===== src/hw/rtl/ipt_pkg.sv =====
// Shared types and fixed widths for the inverted page table.
// No dependencies; imported by the top level.
`timescale 1ns / 1ps

package ipt_pkg;

   localparam int FRAME_W = 5;   // frame_index / frame_out field width
   localparam int OP_W    = 2;

   typedef enum logic [OP_W-1:0] {
      OP_FIND    = 2'd0,
      OP_REQUEST = 2'd1,
      OP_SAVE    = 2'd2,
      OP_MOVE    = 2'd3
   } op_type;

   typedef enum logic [2:0] {
      ST_CLEAR,
      ST_IDLE,
      ST_SCAN,
      ST_RMW_RD,
      ST_RMW_WR
   } state_type;

endpackage


===== src/hw/rtl/ipt_ram.sv =====
// Generic single-clock RAM: one write port, one read port, registered read data.
// No dependencies.
`timescale 1ns / 1ps

module ipt_ram #(
   parameter int WIDTH = 31,
   parameter int DEPTH = 32
) (
   input  logic                             clock,
   input  logic                             wr_en,
   input  logic [$clog2(DEPTH)-1:0]         wr_addr,
   input  logic [WIDTH-1:0]                 wr_data,
   input  logic [$clog2(DEPTH)-1:0]         rd_addr,
   output logic [WIDTH-1:0]                 rd_data
);

   logic [WIDTH-1:0] mem_ff [DEPTH];
   logic [WIDTH-1:0] rd_data_ff;

   always_ff @(posedge clock) begin
      if (wr_en) begin
         mem_ff[wr_addr] <= wr_data;
      end
      rd_data_ff <= mem_ff[rd_addr];
   end

   assign rd_data = rd_data_ff;

endmodule


===== src/hw/rtl/inverted_page_table_clock.sv =====
// Inverted page table with clock replacement: control, sweep and response logic.
// Depends on ipt_pkg and ipt_ram (frame entry store).
//
//  channel   ports                                   handshake
//  -------   -------------------------------------   ------------------------------
//  request   req_op, req_virtual_page, ...           taken when start & !busy
//  response  rsp_found, rsp_frame_out, ...           one-cycle word under rsp_valid
//
// After reset a clearing pass writes every frame entry, with busy high.
// Save, move and request with a free frame: read, then write back, with busy high.
// Find: the scan runs from entry 0, which is always examined, and stops at a match or
// the last occupied entry.
// Request with no free frame: a sweep from the hand to the first entry with use clear;
// the single read port of the entry store paces both scans.
// The response word shows in the cycle after the last busy cycle, when a new word may
// already be taken; the receiver cannot stall.
`timescale 1ns / 1ps

module inverted_page_table_clock #(
   parameter int NUM_FRAMES = 32,
   parameter int VPAGE_BITS = 20,
   parameter int PID_BITS   = 8
) (
   input  logic                         clock,
   input  logic                         reset,
   input  logic                         start,
   output logic                         busy,
   input  ipt_pkg::op_type              req_op,
   input  logic [VPAGE_BITS-1:0]        req_virtual_page,
   input  logic [PID_BITS-1:0]          req_process_id,
   input  logic [ipt_pkg::FRAME_W-1:0]  req_frame_index,
   input  logic                         req_new_valid,
   input  logic                         req_new_use,
   input  logic                         req_new_dirty,
   output logic                         rsp_valid,
   output logic                         rsp_found,
   output logic [ipt_pkg::FRAME_W-1:0]  rsp_frame_out,
   output logic                         rsp_write_back,
   output logic [VPAGE_BITS-1:0]        rsp_evicted_page,
   output logic [VPAGE_BITS-1:0]        rsp_entry_page,
   output logic                         rsp_entry_valid
);

   import ipt_pkg::*;

   localparam int IDX_W = $clog2(NUM_FRAMES);
   localparam int CNT_W = $clog2(NUM_FRAMES + 1);
   localparam logic [IDX_W-1:0] LAST_IDX = IDX_W'(NUM_FRAMES - 1);
   localparam logic [CNT_W-1:0] FULL_CNT = CNT_W'(NUM_FRAMES);

   typedef struct packed {
      logic [VPAGE_BITS-1:0] page;
      logic [PID_BITS-1:0]   pid;
      logic                  valid;
      logic                  use_flag;
      logic                  dirty;
   } entry_type;

   localparam int ENTRY_W = $bits(entry_type);

   function automatic logic [IDX_W-1:0] next_idx(input logic [IDX_W-1:0] idx);
      return (idx == LAST_IDX) ? '0 : idx + 1'b1;
   endfunction

   state_type              state_ff, state_in;
   op_type                 op_ff, op_in;
   logic [VPAGE_BITS-1:0]  vpage_ff, vpage_in;
   logic [PID_BITS-1:0]    pid_ff, pid_in;
   logic [FRAME_W-1:0]     fidx_ff, fidx_in;
   logic                   nvalid_ff, nvalid_in;
   logic                   nuse_ff, nuse_in;
   logic                   ndirty_ff, ndirty_in;
   logic                   in_range_ff, in_range_in;
   logic [IDX_W-1:0]       scan_ptr_ff, scan_ptr_in;
   logic [IDX_W-1:0]       chk_ptr_ff, chk_ptr_in;
   logic                   chk_vld_ff, chk_vld_in;
   logic [CNT_W-1:0]       alloc_ff, alloc_in;     // frames handed out, lowest first
   logic [IDX_W-1:0]       hand_ff, hand_in;

   logic                   rsp_valid_ff, rsp_valid_in;
   logic                   rsp_found_ff, rsp_found_in;
   logic [FRAME_W-1:0]     rsp_frame_ff, rsp_frame_in;
   logic                   rsp_wb_ff, rsp_wb_in;
   logic [VPAGE_BITS-1:0]  rsp_evicted_ff, rsp_evicted_in;
   logic [VPAGE_BITS-1:0]  rsp_epage_ff, rsp_epage_in;
   logic                   rsp_evalid_ff, rsp_evalid_in;

   logic                   wr_en;
   logic [IDX_W-1:0]       wr_addr;
   entry_type              wr_entry;
   logic [IDX_W-1:0]       rd_addr;
   logic [ENTRY_W-1:0]     rd_data;
   entry_type              ent;

   logic                   full;
   logic                   occupied;
   logic                   tag_hit;
   logic                   last_occ;
   logic                   find_done;
   logic                   victim;
   logic                   scan_done;

   ipt_ram #(
      .WIDTH (ENTRY_W),
      .DEPTH (NUM_FRAMES)
   ) u_entries (
      .clock   (clock),
      .wr_en   (wr_en),
      .wr_addr (wr_addr),
      .wr_data (wr_entry),
      .rd_addr (rd_addr),
      .rd_data (rd_data)
   );

   // scan decode on the word returned for chk_ptr
   always_comb begin
      ent       = entry_type'(rd_data);
      full      = (alloc_ff == FULL_CNT);
      occupied  = CNT_W'(chk_ptr_ff) < alloc_ff;
      tag_hit   = occupied && (ent.page == vpage_ff) && (ent.pid == pid_ff);
      last_occ  = (CNT_W'(chk_ptr_ff) + CNT_W'(1)) >= alloc_ff;
      find_done = chk_vld_ff && (tag_hit || last_occ);
      victim    = chk_vld_ff && !ent.use_flag;
      scan_done = (op_ff == OP_FIND) ? find_done : victim;
   end

   // next state
   always_comb begin
      state_in = state_ff;
      case (state_ff)
         ST_CLEAR: begin
            if (scan_ptr_ff == LAST_IDX) state_in = ST_IDLE;
         end
         ST_IDLE: begin
            if (start) begin
               if (req_op == OP_FIND || (req_op == OP_REQUEST && full)) begin
                  state_in = ST_SCAN;
               end else begin
                  state_in = ST_RMW_RD;
               end
            end
         end
         ST_SCAN: begin
            if (scan_done) state_in = ST_IDLE;
         end
         ST_RMW_RD: state_in = ST_RMW_WR;
         ST_RMW_WR: state_in = ST_IDLE;
         default:   state_in = ST_IDLE;
      endcase
   end

   // datapath, store access and response word
   always_comb begin
      op_in          = op_ff;
      vpage_in       = vpage_ff;
      pid_in         = pid_ff;
      fidx_in        = fidx_ff;
      nvalid_in      = nvalid_ff;
      nuse_in        = nuse_ff;
      ndirty_in      = ndirty_ff;
      in_range_in    = in_range_ff;
      scan_ptr_in    = scan_ptr_ff;
      chk_ptr_in     = chk_ptr_ff;
      chk_vld_in     = 1'b0;
      alloc_in       = alloc_ff;
      hand_in        = hand_ff;
      rsp_valid_in   = 1'b0;
      rsp_found_in   = rsp_found_ff;
      rsp_frame_in   = rsp_frame_ff;
      rsp_wb_in      = rsp_wb_ff;
      rsp_evicted_in = rsp_evicted_ff;
      rsp_epage_in   = rsp_epage_ff;
      rsp_evalid_in  = rsp_evalid_ff;
      wr_en          = 1'b0;
      wr_addr        = scan_ptr_ff;
      wr_entry       = ent;
      rd_addr        = scan_ptr_ff;

      case (state_ff)
         ST_CLEAR: begin
            wr_en       = 1'b1;
            wr_entry    = '0;
            scan_ptr_in = next_idx(scan_ptr_ff);
         end
         ST_IDLE: begin
            if (start) begin
               op_in       = req_op;
               vpage_in    = req_virtual_page;
               pid_in      = req_process_id;
               fidx_in     = req_frame_index;
               nvalid_in   = req_new_valid;
               nuse_in     = req_new_use;
               ndirty_in   = req_new_dirty;
               in_range_in = int'(req_frame_index) < NUM_FRAMES;
               case (req_op)
                  OP_FIND:    scan_ptr_in = '0;
                  OP_REQUEST: scan_ptr_in = full ? hand_ff : alloc_ff[IDX_W-1:0];
                  default:    scan_ptr_in = IDX_W'(req_frame_index);
               endcase
            end
         end
         ST_SCAN: begin
            // read one ahead; a swept entry is written back in the same cycle as its check
            scan_ptr_in  = next_idx(scan_ptr_ff);
            chk_ptr_in   = scan_ptr_ff;
            chk_vld_in   = !scan_done;
            wr_addr      = chk_ptr_ff;
            rsp_valid_in = scan_done;
            if (op_ff == OP_FIND) begin
               rsp_found_in   = tag_hit;
               rsp_frame_in   = tag_hit ? FRAME_W'(chk_ptr_ff) : '0;
               rsp_wb_in      = 1'b0;
               rsp_evicted_in = '0;
               rsp_epage_in   = '0;
               rsp_evalid_in  = 1'b0;
            end else if (chk_vld_ff) begin
               wr_en = 1'b1;
               if (ent.use_flag) begin
                  wr_entry.use_flag = 1'b0;
               end else begin
                  wr_entry.page = vpage_ff;
                  wr_entry.pid  = pid_ff;
                  if (ent.dirty) begin
                     wr_entry.valid    = 1'b0;
                     wr_entry.use_flag = 1'b0;
                     wr_entry.dirty    = 1'b0;
                  end
                  hand_in        = next_idx(chk_ptr_ff);
                  rsp_found_in   = 1'b1;
                  rsp_frame_in   = FRAME_W'(chk_ptr_ff);
                  rsp_wb_in      = ent.dirty;
                  rsp_evicted_in = ent.dirty ? ent.page : '0;
                  rsp_epage_in   = '0;
                  rsp_evalid_in  = 1'b0;
               end
            end
         end
         ST_RMW_RD: begin
            rd_addr = scan_ptr_ff;
         end
         ST_RMW_WR: begin
            rsp_valid_in   = 1'b1;
            rsp_found_in   = 1'b1;
            rsp_wb_in      = 1'b0;
            rsp_evicted_in = '0;
            rsp_epage_in   = '0;
            rsp_evalid_in  = 1'b0;
            rsp_frame_in   = fidx_ff;
            case (op_ff)
               OP_REQUEST: begin
                  wr_en         = 1'b1;
                  wr_entry.page = vpage_ff;
                  wr_entry.pid  = pid_ff;
                  alloc_in      = alloc_ff + 1'b1;
                  rsp_frame_in  = FRAME_W'(scan_ptr_ff);
               end
               OP_SAVE: begin
                  wr_en             = in_range_ff;
                  wr_entry.valid    = nvalid_ff;
                  wr_entry.use_flag = nuse_ff;
                  wr_entry.dirty    = ndirty_ff;
               end
               OP_MOVE: begin
                  // unoccupied frames still hold the cleared page
                  wr_en          = in_range_ff;
                  wr_entry.valid = 1'b1;
                  rsp_epage_in   = in_range_ff ? ent.page : '0;
                  rsp_evalid_in  = in_range_ff;
               end
               default: begin
                  wr_en = 1'b0;
               end
            endcase
         end
         default: begin
            wr_en = 1'b0;
         end
      endcase
   end

   always_ff @(posedge clock) begin
      if (reset) begin
         state_ff     <= ST_CLEAR;
         scan_ptr_ff  <= '0;
         chk_ptr_ff   <= '0;
         chk_vld_ff   <= 1'b0;
         alloc_ff     <= '0;
         hand_ff      <= '0;
         rsp_valid_ff <= 1'b0;
         op_ff        <= OP_FIND;
      end else begin
         state_ff     <= state_in;
         scan_ptr_ff  <= scan_ptr_in;
         chk_ptr_ff   <= chk_ptr_in;
         chk_vld_ff   <= chk_vld_in;
         alloc_ff     <= alloc_in;
         hand_ff      <= hand_in;
         rsp_valid_ff <= rsp_valid_in;
         op_ff        <= op_in;
      end
   end

   always_ff @(posedge clock) begin
      vpage_ff       <= vpage_in;
      pid_ff         <= pid_in;
      fidx_ff        <= fidx_in;
      nvalid_ff      <= nvalid_in;
      nuse_ff        <= nuse_in;
      ndirty_ff      <= ndirty_in;
      in_range_ff    <= in_range_in;
      rsp_found_ff   <= rsp_found_in;
      rsp_frame_ff   <= rsp_frame_in;
      rsp_wb_ff      <= rsp_wb_in;
      rsp_evicted_ff <= rsp_evicted_in;
      rsp_epage_ff   <= rsp_epage_in;
      rsp_evalid_ff  <= rsp_evalid_in;
   end

   assign busy             = (state_ff != ST_IDLE);
   assign rsp_valid        = rsp_valid_ff;
   assign rsp_found        = rsp_found_ff;
   assign rsp_frame_out    = rsp_frame_ff;
   assign rsp_write_back   = rsp_wb_ff;
   assign rsp_evicted_page = rsp_evicted_ff;
   assign rsp_entry_page   = rsp_epage_ff;
   assign rsp_entry_valid  = rsp_evalid_ff;

   a_alloc_bound: assert property (@(posedge clock) disable iff (reset)
      alloc_ff <= FULL_CNT)
      else $error("allocation count beyond frame count");

   a_accept_busy: assert property (@(posedge clock) disable iff (reset)
      (start && !busy) |=> busy)
      else $error("accepted word did not occupy the block");

   a_sweep_full: assert property (@(posedge clock) disable iff (reset)
      (state_ff == ST_SCAN && op_ff == OP_REQUEST) |-> full)
      else $error("clock sweep while free frames remain");

   a_wb_request: assert property (@(posedge clock) disable iff (reset)
      (rsp_valid_ff && rsp_wb_ff) |-> (op_ff == OP_REQUEST))
      else $error("write-back reported for an operation other than request");

   a_no_rsp_clear: assert property (@(posedge clock) disable iff (reset)
      (state_ff == ST_CLEAR) |-> !rsp_valid_ff)
      else $error("response during clearing pass");

endmodule


===== config.mk =====
export PLATFORM = sky130hd
export DESIGN_NAME = inverted_page_table_clock
export DESIGN_NICKNAME = d
export VERILOG_FILES = /design/src/hw/rtl/ipt_pkg.sv /design/src/hw/rtl/ipt_ram.sv /design/src/hw/rtl/inverted_page_table_clock.sv
export SDC_FILE = /design/constraint.sdc
export NUM_CORES = 1
export LEC_CHECK = 0
export BUFFER_PORTS_ARGS = -buffer_cell sky130_fd_sc_hd__buf_4
export CORE_UTILIZATION = 55
export DETAILED_ROUTE_END_ITERATION = 10
export GPL_ROUTABILITY_DRIVEN = 0
export PLACE_DENSITY = 0.8
export SETUP_SLACK_MARGIN = 0.02
export SYNTH_ARGS = -nofsm -noshare
export SYNTH_HDL_FRONTEND = slang
export SYNTH_SLANG_ARGS = --single-unit

===== constraint.sdc =====
create_clock -name clock -period 4.49 [get_ports clock]
set_input_delay 0.2245 -clock clock [delete_from_list [all_inputs] [get_ports clock]]
set_output_delay 0.2245 -clock clock [all_outputs]
set_load 0.02 [all_outputs]

==> metrics <==
status complete, no violations; clock sinks roughly 1100; count of pins over their slew limit 0; max_slew headroom between 10% and 20%; P&R area growth vs syn 15.3%; worst vdd ir approximately 300 uV; crit path from state_ff[2]$_SDFFE_PP0P_; die footprint just under 0.08 mm^2; hold_sp start; syn_nets between 1500 and 2000; CTS tree yes; I/O pin cnt ~90; R2R cell count 6; RR Startpoint state_ff[2]$_SDFFE_PP0P_; most common cell after layout, fill and taps aside edfxtp_1; crit path launch type flip-flop; Worst Hold Path Cells 4; Hold EP state_ff[0]$_SDFFE_PP0P_; DRT Wirelength approximately 100 mm; Seq/Total Area, Yosys between 70% and 80%; commonest cells after routing, fill and taps aside edfxtp_1 (1043), mux4_2 (300), buf_4 (152), clkbuf_16 (105), dfxtp_1 (53); vias in the first global route 21700; Max-Cap Viols 0; core area 0.0762 mm^2; Hold Fails Final Rpt 0; proportion of layout cells with a drive suffix above 1 31.8%; Slew @ Worst Pin approximately 1.2 ns; Clk pwr share between 40 and 50%; Die W 280 um; post-synthesis cell area between 0.04 and 0.05 mm^2; latest clock arrival within the worst-skew pair just under 0.7 ns; Pwr Density around 440 mW/mm^2; Routed WL per cell 31.1 um; Int Power roughly 17 mW; Final Skew 0.0428 ns; total power about 22 mW; Min Clock Period, post-route between 3 and 4 ns; Final setup viols 0; Net Sw Power 4.60 mW; DR DRC count 0; die height about 280 um; # H-tree levels 3; initial antenna violation count 3; cell row count 101; ys flop type edfxtp_1; worst path required time between 4 and 5 ns; HP Class input pin to flip-flop; FF-to-FF setup slack roughly 0.5 ns; # nets final 2192; ANT nets after route 0; mean post-synth cell area between 20 and 25 um^2; Worst EP arrival about 4.4 ns; Lkg Pwr approximately 15 nW; Port Buffers roughly 90; largest buffer count on any clock path 3; gr usage total a little over a quarter; Synth Instances around 1900; WS Path Type flip-flop to flip-flop; first-pass iteration count of the detailed router 6; Cell variety after synth 48; Worst R2R End u_entries.mem_ff[14][18]$_DFFE_PP_; Synth Register Bits ~1100; fin crit share around nine tenths; CTS buffer count 102; Ys Warns 0; Root Buffer clkbuf_16; Gate power share roughly 5.9%; Initial Util approximately 56%; setup tns final 0 ns; Critical Path End Type flip-flop; sw frac 21.2%; RSZ-0062 raised after global routing false; CP max FO 19; first-pass GRT wire length between 100 and 150 mm; initial DRC count roughly 2600; Post-synth ARST share 0%; Max Freq 250 MHz; Reg clk slew, reported paths around 0.060 ns; Via Count 21100; via density per instance between 6 and 7; largest net degree at the start of global routing 125; grt total ovfl 0; Reg power frac a little over half; HPWL after DPL between 50 and 60 mm; number of synthesized flops with an enable pin 1043
how the worst max path moves through the flow:
stage / end / slack (ns) / cells past startpoint
finish: u_entries.mem_ff[14][18]$_DFFE_PP_ / 0.49 / 6
global route: u_entries.mem_ff[14][18]$_DFFE_PP_ / 0.31 / 6
CTS: u_entries.mem_ff[15][15]$_DFFE_PP_ / 0.61 / 6
detailed placement: u_entries.mem_ff[14][14]$_DFFE_PP_ / 0.66 / 6
global placement: u_entries.mem_ff[15][15]$_DFFE_PP_ / 0.87 / 6
floorplan: rsp_entry_page[0]$_SDFFCE_PN0P_ / 0.72 / 5
logic make-up after synthesis:
logic type / synth area share [%]
mux: 16.9
xor+xnor: 0.743
simple gates: 2.52
compound gates: 1.64
fa+ha+maj: 0.501
buf+inv: 1.20
flops: 76.5
worst max-delay path, stage by stage (launching register included):
cell and delay [ns]:
dfxtp_1 0.47, nor2_1 0.40, and2_1 0.62, mux2i_1 0.74
nand2_1 0.44, nor2_4 0.70, buf_4 0.32
synth_stat cells, types with 14 or more instances:
cell      number  share of area (%)
mux4_2       300                 16
mux2_2        31               0.82
ha_1          17               0.50
dfxtp_1       58                2.7
nand2_1       48               0.42
and2_1        42               0.62
a22o_1        28               0.58
buf_2         14               0.17
nor2_1        64               0.57
buf_1         14               0.12
edfxtp_1    1043                 74
xor2_1        29               0.60
clkbuf_1      57               0.50
a21oi_1       33               0.39
metrics by stage:
step	instance area (um^2)	setup WS, ns	instances	util [%]	hold WS (ns)
after global routing	48900	0.312	3250	64.2	0.224
after CTS	48900	0.607	3250	64.2	0.152
final	48900	0.490	3251	64.2	0.187
after detailed placement	45000	0.661	3020	59.1	0.404
after floorplan	42400	0.720	1920	-	0.323
after global placement	45000	0.866	3020	59.1	0.405
what timing repair did:
item | CTS | global route
hold buffers | 40 | 0
resized for setup | 0 | 0
buffers inserted | 0 | 0
endpoints found under the hold margin | 61 | 0
flip-flops by register name, summed over array words and instances (netlist names):
signal             count
alloc_ff               6
vpage_ff              20
ndirty_ff              1
rsp_found              1
hand_ff                5
chk_ptr_ff             5
rsp_evicted_page      20
nuse_ff                1
u_entries.rd_data     30
u_entries.mem_ff     960
fidx_ff                5
rsp_write_back         1
rsp_valid              1
rsp_entry_valid        1
chk_vld_ff             1
state_ff               3
op_ff                  2
rd_addr                5
rsp_frame_out          5
pid_ff                 8
rsp_entry_page        20
final cells by class:
cell class                      count  area [um^2]
Sequential cell                  1101        32500
Tap cell                         1030         1290
Clock inverter                     62          744
Multi-Input combinational cell    707         9710
Inverter                           12         45.0
Antenna cell                        1         2.50
Clock buffer                      128         2750
Fill cell                        4624        27300
Timing Repair Buffer              210         1900
routing by layer:
| layer | vias up | track usage [%] | share of wire, % |
|---|---|---|---|
| li1 | 8445 | - | - |
| met1 | 11200 | 33.9 | 37 |
| met2 | 1218 | 44.9 | 51 |
| met3 | 258 | 4.07 | 7.2 |
| met4 | 0 | 11.0 | 4.5 |
| met5 | - | 0 | 0 |
power groups by stage:
stage / Clock [mW] / Combinational (mW) / Sequential [mW]
after floorplan: 0 / 0.864 / 11.5
after global placement: 0 / 1.21 / 11.6
after detailed placement: 0 / 1.24 / 11.6
after CTS: 9.04 / 1.30 / 11.4
after global routing: 9.42 / 1.34 / 11.4
final: 8.99 / 1.28 / 11.4
No activity file was read; power rests on OpenSTA's default activity.
